==> src/design/ipc_pkg.sv <==
`timescale 1ns / 1ps
// ----------------------------------------------------------------------------
// ipc_pkg: shared definitions for the interrupt priority controller
// Sizes, memory map constants, item action codes and the scan unit's
// request and status bundles.
// ----------------------------------------------------------------------------
package ipc_pkg;

  // Sizes
  localparam int NUM_SRC   = 32;
  localparam int NUM_CTX   = 2;
  localparam int SRC_W     = $clog2(NUM_SRC);
  localparam int CTX_W     = (NUM_CTX > 1) ? $clog2(NUM_CTX) : 1;
  localparam int PRI_W     = 3;
  localparam int PRI_DEPTH = 32;
  localparam int PRI_AW    = 5;
  localparam int DATA_W    = 32;
  localparam int OFF_W     = 26;
  localparam int PEND_IW   = 5;

  // Memory map
  localparam logic [OFF_W-1:0] PRI_END    = 26'h000_1000;
  localparam logic [OFF_W-1:0] PRI_WR_MIN = 26'h000_0004;
  localparam logic [OFF_W-1:0] PEND_OFF   = 26'h000_1000;
  localparam logic [OFF_W-1:0] ENA_BASE   = 26'h000_2000;
  localparam logic [OFF_W-1:0] ENA_END    = 26'h000_2100;
  localparam int               ENA_SHIFT  = $clog2(32'h80);
  localparam logic [OFF_W-1:0] CTX_BASE   = 26'h020_0000;
  localparam int               CTX_SHIFT  = $clog2(32'h1000);
  localparam int               CTXN_W     = OFF_W - CTX_SHIFT;
  localparam logic [CTX_SHIFT-1:0] LOC_THR   = 12'h000;
  localparam logic [CTX_SHIFT-1:0] LOC_CLAIM = 12'h004;
  localparam logic [DATA_W-1:0]    ENA_MASK  = ~32'h1;

  // Item actions
  typedef enum logic [1:0] {
    ACT_READ  = 2'd0,
    ACT_WRITE = 2'd1,
    ACT_RAISE = 2'd2,
    ACT_LOWER = 2'd3
  } action_e;

  // Scan unit request (held steady by the sequencer during a scan)
  typedef struct packed {
    logic               start;
    logic [PRI_W-1:0]   threshold;
    logic [NUM_SRC-1:0] active;
  } scan_req_t;

  // Scan unit status
  typedef struct packed {
    logic             done;
    logic [SRC_W-1:0] best;
  } scan_sts_t;

endpackage

==> src/design/ipc_scan.sv <==
`timescale 1ns / 1ps
// ----------------------------------------------------------------------------
// ipc_scan: sequential best-source search
// Walks sources 1 to NUM_SRC-1, one priority read and one compare per
// cycle, keeping the lowest id whose priority is strictly highest above
// the threshold. Pulses done with the winner (0 when none).
// ----------------------------------------------------------------------------
module ipc_scan
  import ipc_pkg::*;
(
  input  logic             clk_i,
  input  logic             rst_ni,
  input  scan_req_t        req_i,
  output logic [SRC_W-1:0] pri_addr_o,
  input  logic [PRI_W-1:0] pri_data_i,
  output scan_sts_t        sts_o
);

  localparam logic [SRC_W-1:0] FIRST_ID = SRC_W'(1);
  localparam logic [SRC_W-1:0] LAST_ID  = SRC_W'(NUM_SRC - 1);

  logic             issue_q;
  logic [SRC_W-1:0] idx_q;
  logic             cmp_vld_q;
  logic             cmp_last_q;
  logic [SRC_W-1:0] cmp_idx_q;
  logic [PRI_W-1:0] level_q;
  logic [SRC_W-1:0] best_q;
  logic             done_q;
  logic             hit;

  // Compare stage: priority data arrives in the cycle after its address
  assign hit = cmp_vld_q && req_i.active[cmp_idx_q] && (pri_data_i > level_q);

  // Address issue, compare tracking and done pulse
  always_ff @(posedge clk_i or negedge rst_ni) begin
    if (!rst_ni) begin
      issue_q    <= 1'b0;
      idx_q      <= FIRST_ID;
      cmp_vld_q  <= 1'b0;
      cmp_last_q <= 1'b0;
      cmp_idx_q  <= '0;
      level_q    <= '0;
      best_q     <= '0;
      done_q     <= 1'b0;
    end else begin
      done_q <= cmp_vld_q && cmp_last_q;
      if (req_i.start) begin
        issue_q   <= 1'b1;
        idx_q     <= FIRST_ID;
        cmp_vld_q <= 1'b0;
        level_q   <= req_i.threshold;
        best_q    <= '0;
      end else begin
        cmp_vld_q <= issue_q;
        if (issue_q) begin
          cmp_idx_q  <= idx_q;
          cmp_last_q <= (idx_q == LAST_ID);
          if (idx_q == LAST_ID) begin
            issue_q <= 1'b0;
          end else begin
            idx_q <= idx_q + FIRST_ID;
          end
        end
        if (hit) begin
          level_q <= pri_data_i;
          best_q  <= cmp_idx_q;
        end
      end
    end
  end

  assign pri_addr_o = idx_q;
  assign sts_o.done = done_q;
  assign sts_o.best = best_q;

endmodule

==> src/design/interrupt_priority_controller_core.sv <==
`timescale 1ns / 1ps
// ----------------------------------------------------------------------------
// interrupt_priority_controller_core: platform interrupt controller
// 32 sources, machine and supervisor contexts, bus accesses and pending
// events handled one item at a time by a small sequencer.
// ----------------------------------------------------------------------------
// Usage:
//   Input channel (in_valid_i / in_stall_o) carries one item: a bus read,
//   a bus write, or a raise or lower of a source's pending bit. Output
//   channel (out_valid_o / out_stall_i) returns exactly one result per
//   item: read data plus both interrupt lines as they stand after it.
//   in_stall_o is high from acceptance until the result is loaded into
//   the output register, so one item is in flight at a time.
//   Every item runs one source scan per context on the shared compare
//   unit and priority RAM port; a priority read adds the S_PRI_RD and
//   S_PRI_DATA states and a claim read adds one more scan. The next
//   item can be accepted in the cycle after the previous result loads.
//   A result waiting on a stalled receiver stays in the output register;
//   the next item is still accepted and held finished until it drains.
//   Reset clears priorities (per-entry valid bits), pending, enables and
//   thresholds at once; no clearing pass is needed.
// ----------------------------------------------------------------------------
module interrupt_priority_controller_core
  import ipc_pkg::*;
(
  input  logic              clk_i,
  input  logic              rst_ni,
  input  logic              in_valid_i,
  output logic              in_stall_o,
  input  logic [1:0]        action_i,
  input  logic [OFF_W-1:0]  offset_i,
  input  logic [DATA_W-1:0] write_data_i,
  input  logic [4:0]        source_i,
  output logic              out_valid_o,
  input  logic              out_stall_i,
  output logic [DATA_W-1:0] read_data_o,
  output logic              machine_irq_o,
  output logic              supervisor_irq_o
);

  typedef enum logic [3:0] {
    S_IDLE,
    S_DECODE,
    S_PRI_RD,
    S_PRI_DATA,
    S_CLAIM_START,
    S_CLAIM_WAIT,
    S_IRQ0_START,
    S_IRQ0_WAIT,
    S_IRQ1_START,
    S_IRQ1_WAIT,
    S_OUT
  } state_e;

  state_e state_q;

  // Latched item
  action_e           act_q;
  logic [OFF_W-1:0]  off_q;
  logic [DATA_W-1:0] wdata_q;
  logic [4:0]        src_q;

  // Controller state
  logic [DATA_W-1:0] pending_q;
  logic [DATA_W-1:0] enable_q [NUM_CTX];
  logic [PRI_W-1:0]  thresh_q [NUM_CTX];

  // Result being built and output register
  logic [DATA_W-1:0] rdata_q;
  logic              irq0_q;
  logic              irq1_q;
  logic              out_vld_q;
  logic [DATA_W-1:0] out_rdata_q;
  logic              out_irq0_q;
  logic              out_irq1_q;

  logic [CTX_W-1:0]  scan_ctx_q;

  // Priority RAM with per-entry valid bits
  logic [PRI_W-1:0]  pri_mem [PRI_DEPTH];
  logic [PRI_DEPTH-1:0] pri_vld_q;
  logic [PRI_W-1:0]  pri_rdata_q;
  logic              pri_rvld_q;
  logic [PRI_W-1:0]  pri_rd;
  logic              pri_we;
  logic [PRI_AW-1:0] pri_waddr;
  logic [PRI_AW-1:0] pri_raddr;

  // Scan unit hookup
  scan_req_t         scan_req;
  scan_sts_t         scan_sts;
  logic [SRC_W-1:0]  scan_addr;
  logic [CTX_W-1:0]  scan_ctx;

  // Offset decode
  logic                 in_pri;
  logic                 in_pend;
  logic                 in_ena;
  logic [OFF_W-1:0]     ena_rel;
  logic [CTX_W-1:0]     ena_ctx;
  logic                 ena_ok;
  logic                 in_ctx;
  logic [OFF_W-1:0]     ctx_rel;
  logic [CTXN_W-1:0]    ctx_num;
  logic [CTX_W-1:0]     ctx_idx;
  logic                 ctx_ok;
  logic [CTX_SHIFT-1:0] ctx_loc;
  logic                 is_claim;
  logic                 src_ok;
  logic                 in_acc;
  logic                 out_free;

  assign in_acc   = in_valid_i && !in_stall_o;
  assign out_free = !out_vld_q || !out_stall_i;

  assign in_pri  = (off_q < PRI_END);
  assign in_pend = (off_q == PEND_OFF);
  assign in_ena  = (off_q >= ENA_BASE) && (off_q < ENA_END);
  assign ena_rel = off_q - ENA_BASE;
  assign ena_ctx = ena_rel[ENA_SHIFT +: CTX_W];
  assign ena_ok  = in_ena && (CTXN_W'(ena_rel >> ENA_SHIFT) < CTXN_W'(NUM_CTX));
  assign in_ctx  = (off_q >= CTX_BASE);
  assign ctx_rel = off_q - CTX_BASE;
  assign ctx_num = ctx_rel[OFF_W-1:CTX_SHIFT];
  assign ctx_idx = ctx_num[CTX_W-1:0];
  assign ctx_ok  = in_ctx && (ctx_num < CTXN_W'(NUM_CTX));
  assign ctx_loc = ctx_rel[CTX_SHIFT-1:0];
  assign is_claim = (act_q == ACT_READ) && ctx_ok && (ctx_loc == LOC_CLAIM);
  assign src_ok  = (src_q != 5'd0) && ({1'b0, src_q} < 6'(NUM_SRC));

  // Priority RAM port control
  assign pri_we    = (state_q == S_DECODE) && (act_q == ACT_WRITE) &&
                     (off_q >= PRI_WR_MIN) && in_pri;
  assign pri_waddr = off_q[PRI_AW+1:2];
  assign pri_raddr = (state_q == S_PRI_RD) ? off_q[PRI_AW+1:2] : PRI_AW'(scan_addr);
  assign pri_rd    = pri_rvld_q ? pri_rdata_q : '0;

  always_ff @(posedge clk_i) begin
    if (pri_we) begin
      pri_mem[pri_waddr] <= wdata_q[PRI_W-1:0];
    end
    pri_rdata_q <= pri_mem[pri_raddr];
  end

  always_ff @(posedge clk_i or negedge rst_ni) begin
    if (!rst_ni) begin
      pri_vld_q  <= '0;
      pri_rvld_q <= 1'b0;
    end else begin
      if (pri_we) begin
        pri_vld_q[pri_waddr] <= 1'b1;
      end
      pri_rvld_q <= pri_vld_q[pri_raddr];
    end
  end

  // IRQ start states load scan_ctx_q on the start edge, so pick the
  // context directly there; the threshold is sampled at start
  assign scan_ctx = (state_q == S_IRQ0_START) ? '0 :
                    (state_q == S_IRQ1_START) ? CTX_W'(NUM_CTX - 1) : scan_ctx_q;

  // Scan request for the selected context
  assign scan_req.start     = (state_q == S_CLAIM_START) || (state_q == S_IRQ0_START) ||
                              (state_q == S_IRQ1_START);
  assign scan_req.threshold = thresh_q[scan_ctx];
  assign scan_req.active    = pending_q[NUM_SRC-1:0] & enable_q[scan_ctx][NUM_SRC-1:0];

  ipc_scan u_scan (
    .clk_i      (clk_i),
    .rst_ni     (rst_ni),
    .req_i      (scan_req),
    .pri_addr_o (scan_addr),
    .pri_data_i (pri_rd),
    .sts_o      (scan_sts)
  );

  // Sequencer, controller registers and output register
  always_ff @(posedge clk_i or negedge rst_ni) begin
    if (!rst_ni) begin
      state_q     <= S_IDLE;
      act_q       <= ACT_READ;
      off_q       <= '0;
      wdata_q     <= '0;
      src_q       <= '0;
      pending_q   <= '0;
      for (int c = 0; c < NUM_CTX; c++) begin
        enable_q[c] <= '0;
        thresh_q[c] <= '0;
      end
      rdata_q     <= '0;
      irq0_q      <= 1'b0;
      irq1_q      <= 1'b0;
      scan_ctx_q  <= '0;
      out_vld_q   <= 1'b0;
      out_rdata_q <= '0;
      out_irq0_q  <= 1'b0;
      out_irq1_q  <= 1'b0;
    end else begin
      if (out_vld_q && !out_stall_i && (state_q != S_OUT)) begin
        out_vld_q <= 1'b0;
      end
      case (state_q)
        S_IDLE: begin
          if (in_acc) begin
            act_q   <= action_e'(action_i);
            off_q   <= offset_i;
            wdata_q <= write_data_i;
            src_q   <= source_i;
            state_q <= S_DECODE;
          end
        end
        S_DECODE: begin
          rdata_q <= '0;
          state_q <= S_IRQ0_START;
          case (act_q)
            ACT_READ: begin
              if (in_pri) begin
                state_q <= S_PRI_RD;
              end else if (in_pend) begin
                rdata_q <= pending_q;
              end else if (ena_ok) begin
                rdata_q <= enable_q[ena_ctx];
              end else if (ctx_ok && (ctx_loc == LOC_THR)) begin
                rdata_q <= DATA_W'(thresh_q[ctx_idx]);
              end else if (is_claim) begin
                scan_ctx_q <= ctx_idx;
                state_q    <= S_CLAIM_START;
              end
            end
            ACT_WRITE: begin
              if (ena_ok) begin
                enable_q[ena_ctx] <= wdata_q & ENA_MASK;
              end else if (ctx_ok && (ctx_loc == LOC_THR)) begin
                thresh_q[ctx_idx] <= wdata_q[PRI_W-1:0];
              end else if (ctx_ok && (ctx_loc == LOC_CLAIM) &&
                           (wdata_q[DATA_W-1:PEND_IW] == '0)) begin
                pending_q[wdata_q[PEND_IW-1:0]] <= 1'b0;
              end
            end
            ACT_RAISE: begin
              if (src_ok) begin
                pending_q[src_q] <= 1'b1;
              end
            end
            ACT_LOWER: begin
              if (src_ok) begin
                pending_q[src_q] <= 1'b0;
              end
            end
            default: begin
            end
          endcase
        end
        S_PRI_RD: begin
          state_q <= S_PRI_DATA;
        end
        S_PRI_DATA: begin
          rdata_q <= DATA_W'(pri_rd);
          state_q <= S_IRQ0_START;
        end
        S_CLAIM_START: begin
          state_q <= S_CLAIM_WAIT;
        end
        S_CLAIM_WAIT: begin
          if (scan_sts.done) begin
            rdata_q <= DATA_W'(scan_sts.best);
            if (scan_sts.best != '0) begin
              pending_q[PEND_IW'(scan_sts.best)] <= 1'b0;
            end
            state_q <= S_IRQ0_START;
          end
        end
        S_IRQ0_START: begin
          scan_ctx_q <= '0;
          state_q    <= S_IRQ0_WAIT;
        end
        S_IRQ0_WAIT: begin
          if (scan_sts.done) begin
            irq0_q <= (scan_sts.best != '0);
            irq1_q <= 1'b0;
            state_q <= (NUM_CTX > 1) ? S_IRQ1_START : S_OUT;
          end
        end
        S_IRQ1_START: begin
          scan_ctx_q <= CTX_W'(NUM_CTX - 1);
          state_q    <= S_IRQ1_WAIT;
        end
        S_IRQ1_WAIT: begin
          if (scan_sts.done) begin
            irq1_q  <= (scan_sts.best != '0);
            state_q <= S_OUT;
          end
        end
        S_OUT: begin
          if (out_free) begin
            out_vld_q   <= 1'b1;
            out_rdata_q <= rdata_q;
            out_irq0_q  <= irq0_q;
            out_irq1_q  <= irq1_q;
            state_q     <= S_IDLE;
          end
        end
        default: begin
          state_q <= S_IDLE;
        end
      endcase
    end
  end

  assign in_stall_o       = (state_q != S_IDLE);
  assign out_valid_o      = out_vld_q;
  assign read_data_o      = out_rdata_q;
  assign machine_irq_o    = out_irq0_q;
  assign supervisor_irq_o = out_irq1_q;

  // Scan results only come back while the sequencer waits for one
  a_done_in_wait: assert property (@(posedge clk_i) disable iff (!rst_ni)
    scan_sts.done |-> (state_q == S_CLAIM_WAIT || state_q == S_IRQ0_WAIT ||
                       state_q == S_IRQ1_WAIT))
    else $error("scan done outside a wait state");

  // A claimed source must be pending when it is handed out
  a_claim_pending: assert property (@(posedge clk_i) disable iff (!rst_ni)
    (state_q == S_CLAIM_WAIT && scan_sts.done && scan_sts.best != '0) |->
      pending_q[PEND_IW'(scan_sts.best)])
    else $error("claimed source not pending");

  // An accepted item always starts with decode
  a_accept_decode: assert property (@(posedge clk_i) disable iff (!rst_ni)
    in_acc |=> (state_q == S_DECODE))
    else $error("accepted item did not enter decode");

endmodule
==> config.mk <==
export PLATFORM = sky130hd
export DESIGN_NAME = interrupt_priority_controller_core
export DESIGN_NICKNAME = d
export VERILOG_FILES = /design/src/design/ipc_pkg.sv /design/src/design/ipc_scan.sv /design/src/design/interrupt_priority_controller_core.sv
export SDC_FILE = /design/constraint.sdc
export NUM_CORES = 1
export LEC_CHECK = 0
export BUFFER_PORTS_ARGS = -buffer_cell sky130_fd_sc_hd__clkbuf_2
export CORE_MARGIN = 10
export CORE_UTILIZATION = 25
export DETAILED_ROUTE_END_ITERATION = 6
export PLACE_DENSITY_LB_ADDON = 0.05
export RECOVER_POWER = 25
export SYNTH_ARGS = -nofsm -noshare
export SYNTH_HDL_FRONTEND = slang
export SYNTH_SLANG_ARGS = --single-unit
==> constraint.sdc <==
create_clock -name clk_i -period 3.1 [get_ports clk_i]
set_clock_uncertainty 0.05 [all_clocks]
set_input_delay 0.465 -clock clk_i [delete_from_list [all_inputs] [get_ports clk_i]]
set_output_delay 0.465 -clock clk_i [all_outputs]
set_load 0.02 [all_outputs]
==> results.cfg <==
[status]
status = finished, violations left
violations = max-capacitance violations, max-slew violations

[layout]
multi_input_area_um2 = 8030
stdcell_area_um2 = 23100
instances_no_fill = 2851
drive_above_1_share_pct = 31.2
area_delta_synth_final_pct = 23.9
fillers = 7649
final_nets = 1919
regArea_um2 = 10300
n_antenna_cell = 0

[synth]
async_flop_share_pct = 74.8
synth_warnings = 0
synth_cell_types = 72
synth-seq-cells = 393
avgSynthCellArea_um2 = 11.2
synth_edf_count = 96
synthesis.area_um2 = 18600
syn-num-nets = 1732
synth_ff_type = dfrtp_1
synthCells = 1656
ys_seq_area_share_pct = 55.3

[route]
drt_iter0_markers = 746
ant_nets = 0
viasPerCell = 4.88
route.detailed.drc = 0
drt-pass1-iter-count = 5
vias = 13900
routed_wl_um = 65700
routedWlPerCell_um = 23.0

[setup_path]
arrival_ns = 3.45
r2r_slack_ns = 0.11
critPathLaunch = pri_rvld_q$_DFF_PN0_
cp-end-kind = flop
path_class = reg2reg
path_max_fanout = 5
r2r_start = pri_rvld_q$_DFF_PN0_
crit_path_start_kind = flop
crit_required_ns = 3.56

[sta]
max_freq_ghz = 0.334
finalSetupViolations = 0
drv_slew = 36
fin_crit_ns = 2.99
finalHoldViolCount = 0
min_period_over_period_pct = 96.6
maxSlewHeadroom_pct = -19.4
rsz0062_at_grt = no
final.setup.worst_slack_ns = 0.107
worst_pin_slew_ns = 1.79
hold_ws_ns = 0.0492

[global_route]
grt_pass1_wl_um = 98900
grt_pass1_vias = 14700
grt_max_degree = 70
grt_usage_pct = 15.2
antenna_found_initial = 1
grt-ovfl-total = 0

[placed_design]
gp_congestion = 0.805
dp.cells = 2756
dp_hpwl_um = 46600
io_buffers = 104
placed_cell_area_um2 = 21300
pre_cts_slack_ns = -0.147

[hold_path]
hold_class = in2reg
min_from = write_data_i[22]

[clocking]
cts-root-buf = clkbuf_16
clock_sinks = 393
clk_pin_slew_worst_paths_ns = 0.06
cts_tree = done
cts_made_buffers = 49
cts.htree.levels = 2
insertion_delay_ns = 0.60
clock_path_buffers = 3

[floorplanning]
start_util_pct = 25.1
fp.dieArea_um2 = 85800
fp.dieH_um = 293
die_w_um = 293
core-area_um2 = 74200
fp-row-count = 100
io_pins = 105

[pwr]
worst_ir_drop_vdd_mv = 0.367
power.leakage_nw = 9.87
powerDensity_nw_per_um2 = 756
total_power_mw = 17.5

[flow_run]
drv_cap = 1
Yosys cell counts (9+ instances only):
cell	count	area, µm²
a211oi_1	45	338
a21oi_1	55	275
a22o_1	26	228
a311oi_1	17	149
a31oi_1	19	119
and2_0	16	100
and2_1	25	156
and3_1	9	56.3
clkbuf_1	92	345
dfrtp_1	293	7330
edfxtp_1	96	2880
inv_1	17	63.8
mux2_2	179	2020
mux2i_1	63	631
nand2_1	202	758
nand2b_1	13	81.3
nand3_1	37	185
nand3b_1	10	75.1
nand4_1	11	68.8
nor2_1	74	278
nor2b_1	12	75.1
nor3_1	14	70.1
nor4_1	14	87.6
o211ai_1	13	97.6
o21ai_0	127	636
o221ai_1	30	263
or2_2	37	231
flip-flops by register name, summed over array words and instances, names as in the netlist, 2 cells and up:
signal             count
wdata_q               32
thresh_q               6
state_q                4
u_scan.pri_addr_o      5
pri_mem               96
rdata_q               32
enable_q              62
u_scan.level_q         3
pri_vld_q             32
src_q                  5
act_q                  2
read_data_o           32
u_scan.cmp_idx_q       5
pending_q             32
off_q                 26
pri_rdata_q            3
u_scan.best_q          5
cell usage in the layout, fill, tap and decap left out, types with 13 or more instances in the layout:
| cell | instances |
|---|---|
| edfxtp_1 | 96 |
| clkbuf_16 | 51 |
| a311oi_1 | 17 |
| nor4_1 | 13 |
| o21ai_0 | 125 |
| a211oi_1 | 34 |
| inv_1 | 17 |
| a31oi_1 | 18 |
| buf_12 | 18 |
| dfrtp_1 | 292 |
| and2_1 | 23 |
| nand2_1 | 202 |
| o211ai_1 | 13 |
| nand3_1 | 35 |
| or2_2 | 37 |
| clkbuf_2 | 104 |
| mux2i_1 | 59 |
| o221ai_1 | 30 |
| a22o_1 | 26 |
| mux2_2 | 179 |
| nor2_1 | 74 |
| and2_0 | 17 |
| buf_4 | 111 |
| a21oi_1 | 52 |
repair_timing:
| action | in CTS | in global routing |
|---|---|---|
| endpoints found under the setup margin | 18 | 39 |
| pin swaps | 1 | 7 |
| resized for setup | 3 | 29 |
| endpoints found under the hold margin | 44 | 0 |
| buffers inserted | 1 | 3 |
| hold buffers | 1 | 0 |
routing by layer:
layer	part of all wire, %	track usage, %	wire length (µm)
met1	44	19.2	28700
met2	50	26.4	32900
met3	4.2	2.62	2730
met4	2.1	3.77	1360
met5	0	0	0
final timing paths:
| kind | to | cells after the start |
|---|---|---|
| min reg2reg | pri_vld_q[25]$_DFFE_PN0P_ | 1 |
| min | wdata_q[22]$_DFFE_PN0P_ | 2 |
| min in group asynchronous | off_q[24]$_DFFE_PN0P_ | 2 |
| max reg2reg | u_scan.level_q[0]$_DFFE_PN0P_ | 12 |
| max in group asynchronous | wdata_q[5]$_DFFE_PN0P_ | 3 |
| max | u_scan.level_q[0]$_DFFE_PN0P_ | 12 |
where the power goes:
part           switching (mW)  total, mW  leakage (nW)  internal, mW
registers               0.463       6.16          4.92          5.70
clock network            2.34       5.86         0.812          3.52
logic                    3.25       5.44          4.15          2.19
total                    6.05       17.5          9.87          11.4
per-stage QoR:
step,utilization [%],TNS (ns)
after floorplan,-,0
after global placement,28.7,-0.314
after detailed placement,28.7,-0.432
after CTS,31.0,0
after global routing,31.1,0
final,31.1,0
critical path, stage by stage (launching register included):
cell,delay (ns)
dfrtp_1,0.39
and2_4,0.16
ha_4,0.26
nor2b_1,0.12
o21ai_1,0.07
a21oi_1,0.14
buf_4,0.16
nand2b_1,0.07
or4_4,0.55
o32ai_4,0.37
buf_12,0.18
mux2_4,0.29
mux2i_1,0.12
final cells by class:
type	count	area share, %
flip-flops and latches	393	44.6
multi-input cells	1137	34.8
repair buffers	245	7.86
clock buffers	70	6.31
well taps	969	5.25
clock inverters	20	0.878
inverters	17	0.276
cell families after synthesis:
| kind of cell | Yosys count | share of synthesized area [%] |
|---|---|---|
| simple gates | 496 | 13.0 |
| buf+inv | 126 | 2.70 |
| fa+ha+maj | 8 | 0.524 |
| compound gates | 383 | 13.7 |
| xor+xnor | 4 | 0.188 |
| mux | 246 | 14.5 |
| flops | 393 | 55.3 |
No activity file was read; power rests on OpenSTA's default activity.
